$ cat src/sv/bfp_pkg.sv
// Package: frame constants, result type and message id lookup for the frame parser.
`timescale 1ns / 1ps

package bfp_pkg;

  localparam logic [7:0] SYNC0_BYTE = 8'hA0;
  localparam logic [7:0] SYNC1_BYTE = 8'hA1;
  localparam logic [7:0] END0_BYTE  = 8'h0D;
  localparam logic [7:0] END1_BYTE  = 8'h0A;
  localparam logic [7:0] SUBID_LO   = 8'h62;
  localparam logic [7:0] SUBID_HI   = 8'h65;

  localparam logic [1:0] STATUS_OK       = 2'd0;
  localparam logic [1:0] STATUS_INVALID  = 2'd1;
  localparam logic [1:0] STATUS_UNKNOWN  = 2'd2;
  localparam logic [1:0] STATUS_CSUM_BAD = 2'd3;

  localparam logic KIND_PAYLOAD = 1'b0;
  localparam logic KIND_STATUS  = 1'b1;

  typedef struct packed {
    logic        result_kind;
    logic [7:0]  payload_byte;
    logic [15:0] byte_index;
    logic [1:0]  status_code;
    logic [15:0] message_id;
    logic [15:0] frame_length;
    logic [7:0]  computed_sum;
    logic [7:0]  received_sum;
    logic        frame_last;
  } res_t;

  function automatic logic id_known(input logic [15:0] id);
    logic hit;
    begin
      case (id)
        16'h6280, 16'h6281, 16'h6380, 16'h6480, 16'h6481, 16'h6483,
        16'h648B, 16'h648C, 16'h648E, 16'h6580, 16'h0080, 16'h0081,
        16'h0083, 16'h0084, 16'h0086, 16'h0087, 16'h0093, 16'h00A8,
        16'h00AE, 16'h00AF, 16'h00B0, 16'h00B1, 16'h00B4, 16'h00B9,
        16'h00BB, 16'hCF01, 16'h00DC, 16'h00DD, 16'h00DE, 16'h00DF,
        16'h00E0: hit = 1'b1;
        default: hit = 1'b0;
      endcase
      return hit;
    end
  endfunction

endpackage

$ cat src/sv/bfp_parser.sv
// Frame state tracker: follows sync, length, payload, checksum and end bytes.
`timescale 1ns / 1ps

module bfp_parser (
  input  logic          clk,
  input  logic          rst_n,
  input  logic          in_fire,
  input  logic [7:0]    rx_byte,
  input  logic          restart,
  output logic          res_valid,
  output bfp_pkg::res_t res
);
  import bfp_pkg::*;

  localparam logic [2:0] PH_SYNC0 = 3'd0;
  localparam logic [2:0] PH_SYNC1 = 3'd1;
  localparam logic [2:0] PH_LENHI = 3'd2;
  localparam logic [2:0] PH_LENLO = 3'd3;
  localparam logic [2:0] PH_DATA  = 3'd4;
  localparam logic [2:0] PH_CSUM  = 3'd5;
  localparam logic [2:0] PH_END0  = 3'd6;
  localparam logic [2:0] PH_END1  = 3'd7;

  logic [2:0]  phase_r, phase_nxt, phase_cur;
  logic [15:0] length_r, length_nxt;
  logic [15:0] count_r, count_nxt;
  logic [15:0] count_inc;
  logic [7:0]  xor_r, xor_nxt;
  logic [15:0] id_r, id_nxt, id_taken;
  logic        ok_r, ok_nxt, ok_end;
  logic [7:0]  sum_r, sum_nxt;
  logic [15:0] len_full;
  logic        sub_id;

  assign phase_cur = restart ? PH_SYNC0 : phase_r;
  assign count_inc = count_r + 16'd1;
  assign len_full  = {length_r[15:8], rx_byte};
  assign sub_id    = (id_r[15:8] == 8'h00) && (id_r[7:0] >= SUBID_LO) && (id_r[7:0] <= SUBID_HI);
  assign ok_end    = ok_r && (rx_byte == END1_BYTE);

  always_comb begin
    if (count_r == 16'd0) begin
      id_taken = {8'h00, rx_byte};
    end else if (count_r == 16'd1 && sub_id) begin
      id_taken = {id_r[7:0], rx_byte};
    end else begin
      id_taken = id_r;
    end
  end

  always_comb begin
    phase_nxt  = phase_cur;
    length_nxt = length_r;
    count_nxt  = count_r;
    xor_nxt    = xor_r;
    id_nxt     = id_r;
    ok_nxt     = ok_r;
    sum_nxt    = sum_r;
    res_valid  = 1'b0;
    res        = '0;
    case (phase_cur)
      PH_SYNC0: begin
        length_nxt = '0;
        count_nxt  = '0;
        xor_nxt    = '0;
        id_nxt     = '0;
        sum_nxt    = '0;
        ok_nxt     = (rx_byte == SYNC0_BYTE);
        phase_nxt  = PH_SYNC1;
      end
      PH_SYNC1: begin
        if (rx_byte != SYNC1_BYTE) begin
          ok_nxt = 1'b0;
        end
        phase_nxt = PH_LENHI;
      end
      PH_LENHI: begin
        length_nxt = {rx_byte, 8'h00};
        phase_nxt  = PH_LENLO;
      end
      PH_LENLO: begin
        length_nxt = len_full;
        if (len_full == 16'd0) begin
          ok_nxt    = 1'b0;
          phase_nxt = PH_CSUM;
        end else begin
          phase_nxt = PH_DATA;
        end
      end
      PH_DATA: begin
        id_nxt           = id_taken;
        xor_nxt          = xor_r ^ rx_byte;
        count_nxt        = count_inc;
        res_valid        = 1'b1;
        res.result_kind  = KIND_PAYLOAD;
        res.payload_byte = rx_byte;
        res.byte_index   = count_r;
        if (count_inc == length_r) begin
          phase_nxt = PH_CSUM;
        end
      end
      PH_CSUM: begin
        id_nxt    = id_taken;
        sum_nxt   = rx_byte;
        phase_nxt = PH_END0;
      end
      PH_END0: begin
        if (rx_byte != END0_BYTE) begin
          ok_nxt = 1'b0;
        end
        phase_nxt = PH_END1;
      end
      PH_END1: begin
        ok_nxt           = ok_end;
        res_valid        = 1'b1;
        res.result_kind  = KIND_STATUS;
        res.message_id   = id_r;
        res.frame_length = length_r;
        res.computed_sum = xor_r;
        res.received_sum = sum_r;
        res.frame_last   = 1'b1;
        if (!ok_end) begin
          res.status_code = STATUS_INVALID;
        end else if (!id_known(id_r)) begin
          res.status_code = STATUS_UNKNOWN;
        end else if (xor_r != sum_r) begin
          res.status_code = STATUS_CSUM_BAD;
        end else begin
          res.status_code = STATUS_OK;
        end
        phase_nxt = PH_SYNC0;
      end
      default: begin
        phase_nxt = PH_SYNC0;
      end
    endcase
  end

  always_ff @(posedge clk) begin
    if (!rst_n) begin
      phase_r  <= PH_SYNC0;
      length_r <= '0;
      count_r  <= '0;
      xor_r    <= '0;
      id_r     <= '0;
      ok_r     <= 1'b1;
      sum_r    <= '0;
    end else if (in_fire) begin
      phase_r  <= phase_nxt;
      length_r <= length_nxt;
      count_r  <= count_nxt;
      xor_r    <= xor_nxt;
      id_r     <= id_nxt;
      ok_r     <= ok_nxt;
      sum_r    <= sum_nxt;
    end
  end

endmodule

$ cat src/sv/bfp_out_buf.sv
// Result register with skid stage between the parser and the result channel.
`timescale 1ns / 1ps

module bfp_out_buf (
  input  logic          clk,
  input  logic          rst_n,
  input  logic          push,
  input  bfp_pkg::res_t push_data,
  output logic          space_ok,
  output logic          out_valid,
  input  logic          out_ready,
  output bfp_pkg::res_t out_data
);
  import bfp_pkg::*;

  logic out_v_r, out_v_nxt;
  logic skid_v_r, skid_v_nxt;
  res_t out_d_r, skid_d_r;
  logic pop, slot_free;

  assign pop       = out_v_r && out_ready;
  assign slot_free = !out_v_r || pop;
  assign space_ok  = !skid_v_r;
  assign out_valid = out_v_r;
  assign out_data  = out_d_r;

  always_comb begin
    if (slot_free) begin
      out_v_nxt  = skid_v_r || push;
      skid_v_nxt = 1'b0;
    end else begin
      out_v_nxt  = out_v_r;
      skid_v_nxt = skid_v_r || push;
    end
  end

  always_ff @(posedge clk) begin
    if (!rst_n) begin
      out_v_r  <= 1'b0;
      skid_v_r <= 1'b0;
    end else begin
      out_v_r  <= out_v_nxt;
      skid_v_r <= skid_v_nxt;
    end
  end

  always_ff @(posedge clk) begin
    if (slot_free) begin
      out_d_r <= skid_v_r ? skid_d_r : push_data;
    end else if (push) begin
      skid_d_r <= push_data;
    end
  end

endmodule

$ cat src/sv/binary_frame_parser_top.sv
// Top level of the sync/length/XOR-checksum byte stream frame parser.
`timescale 1ns / 1ps

// Takes one received byte per clock transaction and emits every payload byte as it
// arrives, plus one status transaction on the last end byte of each frame (ok,
// invalid framing, unknown id or checksum mismatch). A byte is accepted in every
// cycle while the two-entry output stage has its skid slot free; each result is
// registered there (in the skid slot while out_ stalls). Frame boundaries follow
// the length field; in_restart forces the byte to be taken as the first sync byte.
module binary_frame_parser_top (
  input  logic        clk,
  input  logic        rst_n,
  input  logic        in_valid,
  output logic        in_ready,
  input  logic [7:0]  in_rx_byte,
  input  logic        in_restart,
  output logic        out_valid,
  input  logic        out_ready,
  output logic        out_result_kind,
  output logic [7:0]  out_payload_byte,
  output logic [15:0] out_byte_index,
  output logic [1:0]  out_status_code,
  output logic [15:0] out_message_id,
  output logic [15:0] out_frame_length,
  output logic [7:0]  out_computed_sum,
  output logic [7:0]  out_received_sum,
  output logic        out_frame_last
);
  import bfp_pkg::*;

  logic in_fire;
  logic res_valid;
  res_t res;
  res_t out_data;

  assign in_fire = in_valid && in_ready;

  bfp_parser u_parser (
    .clk       (clk),
    .rst_n     (rst_n),
    .in_fire   (in_fire),
    .rx_byte   (in_rx_byte),
    .restart   (in_restart),
    .res_valid (res_valid),
    .res       (res)
  );

  bfp_out_buf u_out_buf (
    .clk       (clk),
    .rst_n     (rst_n),
    .push      (in_fire && res_valid),
    .push_data (res),
    .space_ok  (in_ready),
    .out_valid (out_valid),
    .out_ready (out_ready),
    .out_data  (out_data)
  );

  assign out_result_kind  = out_data.result_kind;
  assign out_payload_byte = out_data.payload_byte;
  assign out_byte_index   = out_data.byte_index;
  assign out_status_code  = out_data.status_code;
  assign out_message_id   = out_data.message_id;
  assign out_frame_length = out_data.frame_length;
  assign out_computed_sum = out_data.computed_sum;
  assign out_received_sum = out_data.received_sum;
  assign out_frame_last   = out_data.frame_last;

endmodule

$ cat config.mk
export PLATFORM = sky130hd
export DESIGN_NAME = binary_frame_parser_top
export DESIGN_NICKNAME = d
export VERILOG_FILES = /design/src/sv/bfp_pkg.sv /design/src/sv/bfp_parser.sv /design/src/sv/bfp_out_buf.sv /design/src/sv/binary_frame_parser_top.sv
export SDC_FILE = /design/constraint.sdc
export NUM_CORES = 1
export LEC_CHECK = 0
export ABC_CLOCK_PERIOD_IN_PS = 17350
export BUFFER_PORTS_ARGS = -buffer_cell sky130_fd_sc_hd__clkbuf_2
export CORE_ASPECT_RATIO = 0.5
export CORE_MARGIN = 2
export CORE_UTILIZATION = 36
export DETAILED_ROUTE_END_ITERATION = 10
export GPL_ROUTABILITY_DRIVEN = 0
export PLACE_DENSITY = 0.61
export SETUP_SLACK_MARGIN = 0.15
export SLEW_MARGIN = 0
export SYNTH_ARGS = -nofsm -noshare
export SYNTH_HDL_FRONTEND = slang
export SYNTH_SLANG_ARGS = --single-unit
$ cat constraint.sdc
create_clock -name clk -period 17.35 [get_ports clk]
set_input_delay 0.8675 -clock clk [delete_from_list [all_inputs] [get_ports clk]]
set_output_delay 0.8675 -clock clk [all_outputs]
set_load 0.05 [all_outputs]
# After elaboration in Yosys (flattened, before gate mapping)
# Index checks and enable logic that the tools add are counted.
# totals
ff_bits	222
out_inout_bits	78
# classes
add_sub_neg	1
n_lt_le_gt_ge	2
eq_ne	49
muxes	26
bitwise_logic	4
reduce_logical	32
# op_table
operator	n
$eq A16 B8 Y1 const B	20
$eq A16 B15 Y1 const B	10
$mux W76	1
$pmux W16 S2	2
$mux W51	1
$pmux W16 S3	1
$logic_not A16 Y1	2
$mux W16	2
$pmux W8 S2	2
$reduce_or A31 Y1	1
$mux W24	1
$pmux W3 S8	1
$add A16 B1 Y16 const B	1
$eq A16 B1 Y1 const B	1
$eq A16 B16 Y1	1
$eq A16 B16 Y1 const B	1
$eq A3 B3 Y1 const B	4
$mux W1	9
$eq A8 B4 Y1 const B	1
$eq A8 B8 Y1 const B	1
$ge A8 B7 Y1 const B	1
$le A8 B7 Y1 const B	1
$logic_not A8 Y1	1
$ne A8 B4 Y1 const B	1
other kinds (22)	47

# Logic depth before layout (Yosys ltp)
# depth
depth_word	9
depth_mapped	10
ltp_nobuf	9

# Cells and area by module
# A second synthesis with hierarchy kept.
# hier_totals
hier_cells	878
area_unflattened_um2	10437.5
# modules_own_cells
module	n_inst	cells_each	area_per_inst_um2	seq_area_each_um2
bfp_out_buf	1	246	5650.4	4604.4
bfp_parser	1	630	4774.6	1361.3
binary_frame_parser_top	1	2	12.5	0.0

# Worst setup path before layout
# Ideal clock, no wire load.
# synth_path
kind	input to register
from	input port out_ready
to	register u_out_buf.skid_d_r[0] (netlist bit), enable pin
setup_time_ps	533
arrival_ps	6539
path_slack_ps	10279
stages	2
cell_sequence	nand2b_1 a21oi_1
# synth_via
elab_chain_cells	4
# synth_rtl
item	line_no	text
start, declared	binary_frame_parser_top.sv:18	input logic out_ready,
$logic_and A1 B1 Y1	bfp_out_buf.sv:21	assign pop = out_v_r && out_ready;
$logic_or A1 B1 Y1	bfp_out_buf.sv:22	assign slot_free = !out_v_r || pop;
$not A1 Y1 (no source line)	n/a	
$reduce_and A2 Y1 (no source line)	n/a	
end signal, assigned	bfp_out_buf.sv:51	skid_d_r <= push_data;
end, declared	bfp_out_buf.sv:18	res_t out_d_r, skid_d_r;
# No other way between the ends.
# A chain may end at the register's enable or synchronous reset.

# Worst setup path after layout
# layout_path
from	input port in_restart
to	register u_out_buf.skid_d_r[58] (netlist bit), enable pin
# layout_via
elab_chain_cells	6
elab_cells_between_ends	7
classes_between	eq/ne: 2; mux: 2; reduce/logical: 3
# layout_rtl
item	line_no	text
start, declared	binary_frame_parser_top.sv:16	input logic in_restart,
$mux W3 *	bfp_parser.sv:35	assign phase_cur = restart ? PH_SYNC0 : phase_r;
$eq A3 B3 Y1	bfp_parser.sv:61	case (phase_cur)
$reduce_or A2 Y1 (no source line) *	n/a	
$mux W1 *	bfp_parser.sv:61	
$logic_and A1 B1 Y1 *	binary_frame_parser_top.sv:51	.push (in_fire && res_valid),
$reduce_and A2 Y1 (no source line) *	n/a	
# Mark *: on every way between the ends. The rest lies on a longest branch, timed or not.

==> run metrics <==
post-CTS setup buffers=0; sw frac=0.204; vias per cell=5.31; syn_nets=913; fmax=around 250 MHz; DP HPWL=~16 mm; Remaining DRCs=0; Cell Int Power=approximately 0.00083 W; post-synthesis simple-gate area fraction=0.175; mux contribution to synthesized area=0.0963; Die H=124 µm; ant diodes=0; RSZ-0062 raised after global routing=no; CTS tree=yes; commonest non-fill, non-tap cell in the layout=edfxtp_1; Clock Latency Late Sink=approximately 510 ps; Design Area, Final=around 12000 µm²; Reg clk slew, reported paths=roughly 60 ps; setup TNS=0 ps; final WL=24.2 mm; Post-synth EDFFs=150; hold_sp=u_parser.ok_r; #FFs+latches synth=220; max_slew headroom=0.292; Final period util=0.228; worst path arrival time=around 4100 ps; worst r2r src=u_parser.phase_r[0]; Synth Instances=about 900; Synth area leaders=edfxtp_1 (44%), dfxtp_1 (14%), mux2_2 (7.9%); compound-gate portion of the synthesized area=0.0824; fillers=roughly 2600; CTS root buf=clkbuf_16; status=finished clean; DR vias=between 7000 and 8000; H-tree depth=1; synthesized area per cell=11.5 µm²; crit end category=register; Area growth, synth to finish=13.6%; Max VDD drop=0.0000381 V; crit path max fanout=45; Fin Hold WS=roughly 480 ps; Seq/Total Area, Yosys=0.574; fin. max-slew vios=0; nets=just under 1000; total power=~0.0010 W; top-area cell type share of the netlist area=0.438; number of iterations in the first detailed-routing pass=5; Worst Tran Pin Value=roughly 1100 ps; Placement Cell Area=between 10000 and 15000 µm²; largest family of logic cells by synthesized area=simple AND/OR/NAND/NOR gates; layout cells sized above 1=0.234; Routed Antenna Nets=0; gr ovfl total=0; Critical Path Source Type=input pin; minimum clock period after layout=between 3000 and 4000 ps; overall routing resource usage=0.159; standard-cell row count=43; hold path depth=2; Setup Skew=between 10 and 15 ps; most frequent cells in the layout=edfxtp_1 (150), nand2_1 (98), clkbuf_2 (90); Post-CTS Hold Fix Bufs=0; detailed-route wire length per cell=between 15 and 20 µm; R2R depth=7; Reg2Reg Setup Slack=~14000 ps; initial antenna violation count=0; CTS max path bufs=3; Initial DRC Count=between 600 and 700; CTS sink count=between 200 and 250; Post-synth ARST share=0; Clk pwr share=0.446; Psw=0.000213 W; PostCTS Resize Cnt=0; synth warn=0; pwr dens=89.4 nW/µm²; port bufs=90; post-layout util=0.419; path category of the worst min-delay check=reg2reg; DIE AREA=roughly 30000 µm²; multi-input logic area=a little over 4000 µm²; P_leak=approximately 4.8 nW; Max-Cap Viols=0; Post-Synth Adder-Cell Area=0.00851; largest net degree at the start of global routing=just over 70; critical register-to-register path endpoint=u_out_buf.skid_d_r[58]; Hold Path Sink=u_parser.ok_r; Synth Flop Type=edfxtp_1; sequential share of power=0.530; Die W=243 µm; Synth Area in XOR/XNOR=0.0272; CP required=about 17000 ps; WS Path Type=in2reg; I/O pins=91; vias in the first global route=approximately 6700; proportion of power drawn by combinational gates=0.024; Final setup viols=0; Hold Fails Final Rpt=0; synth unique cells=67; CTS Buf Count=22; Initial Util=0.369; Cell Area, Synth=between 10000 and 15000 µm²; register area=roughly 5900 µm²; core area=27900 µm²; first-pass GRT wire length=between 30 and 40 mm; post-synthesis cell type with the largest combined area=edfxtp_1
[power groups by stage]
stage | clock network (W) | logic [W] | registers [W]
final | 0.000466 | 0.0000249 | 0.000554
after global routing | 0.000496 | 0.0000267 | 0.000554
after global placement | 0 | 0.0000241 | 0.000566
after CTS | 0.000475 | 0.0000245 | 0.000554
after floorplan | 0 | 0.0000169 | 0.000566
after detailed placement | 0 | 0.0000244 | 0.000566
[cell usage after synthesis, types with 4 or more instances]
cell and instances:
nand2_1 98, nor2b_1 5, nor2_1 25, nor4b_1 4
clkbuf_1 52, inv_1 13, nor4_1 9, buf_2 18
xor2_1 5, a21oi_1 13, and3_1 79, ha_1 7
a21boi_0 31, mux2_2 72, dfxtp_1 70, and4_1 4
xnor2_1 27, a31oi_1 4, or3_1 4, nand4_1 20
o21a_1 5, o31ai_1 7, nand3_1 27, o21ai_0 35
mux2i_1 18, nand2b_1 5, nor3_1 8, edfxtp_1 150
and2_1 19
[metrics by stage]
stage	setup WS [ps]	instances
after detailed placement	12860	1299
after floorplan	10280	893
after global routing	13030	1338
after CTS	13400	1338
after global placement	13070	1299
final	13390	1338
[critical path, stage by stage]
cell and delay [ps]:
clkbuf_2 140, nand2b_1 190, ha_1 160, buf_4 330
and2_1 350, nand2_1 390, a21oi_4 950, buf_4 650
[area by class of cell]
| cell class | instances | share of cell area |
|---|---|---|
| flip-flops and latches | 220 | 0.505 |
| multi-input cells | 583 | 0.345 |
| clock buffers | 28 | 0.0508 |
| repair buffers | 100 | 0.0449 |
| well taps | 382 | 0.0409 |
| clock inverters | 11 | 0.00856 |
| inverters | 14 | 0.00449 |
[worst max path at each step]
stage | depth (start not counted) | start | to | slack (ps)
3_5_place_dp | 8 | in_restart | u_out_buf.skid_d_r[57] | 12860
4_1_cts | 8 | in_restart | u_out_buf.skid_d_r[48] | 13400
3_3_place_gp | 8 | in_restart | u_out_buf.skid_d_r[55] | 13070
5_1_grt | 8 | in_restart | u_out_buf.skid_d_r[48] | 13030
6_report | 8 | in_restart | u_out_buf.skid_d_r[58] | 13390
2_1_floorplan | 2 | out_ready | u_out_buf.skid_d_r[0] | 10280
[logic make-up (layout without fill, tap and decap cells)]
group,after synthesis,in the layout
multiplexers,90,90
XOR/XNOR,32,32
adder cells (fa/ha/maj),7,7
flip-flops,220,220
AND/OR/NAND/NOR,330,330
AO/OA/AOI/OAI,124,124
buffers and inverters,90,153
[metal layers]
metal / track usage / up-vias / wire length, µm
met5: 0 / - / 0
met3: 0.0254 / 45 / 1350
li1: - / 3371 / -
met4: 0.0460 / 0 / 595
met2: 0.245 / 205 / 10600
met1: 0.232 / 3488 / 11700
[state kept, by name, indices dropped and copies added (netlist names), 3 cells and up]
signal              count
u_parser.length_r      16
u_parser.id_r          16
u_out_buf.out_data     75
u_parser.xor_r          8
u_parser.count_r       16
u_parser.phase_r        3
u_parser.sum_r          8
u_out_buf.skid_d_r     75
No activity file was read; power rests on OpenSTA's default activity.
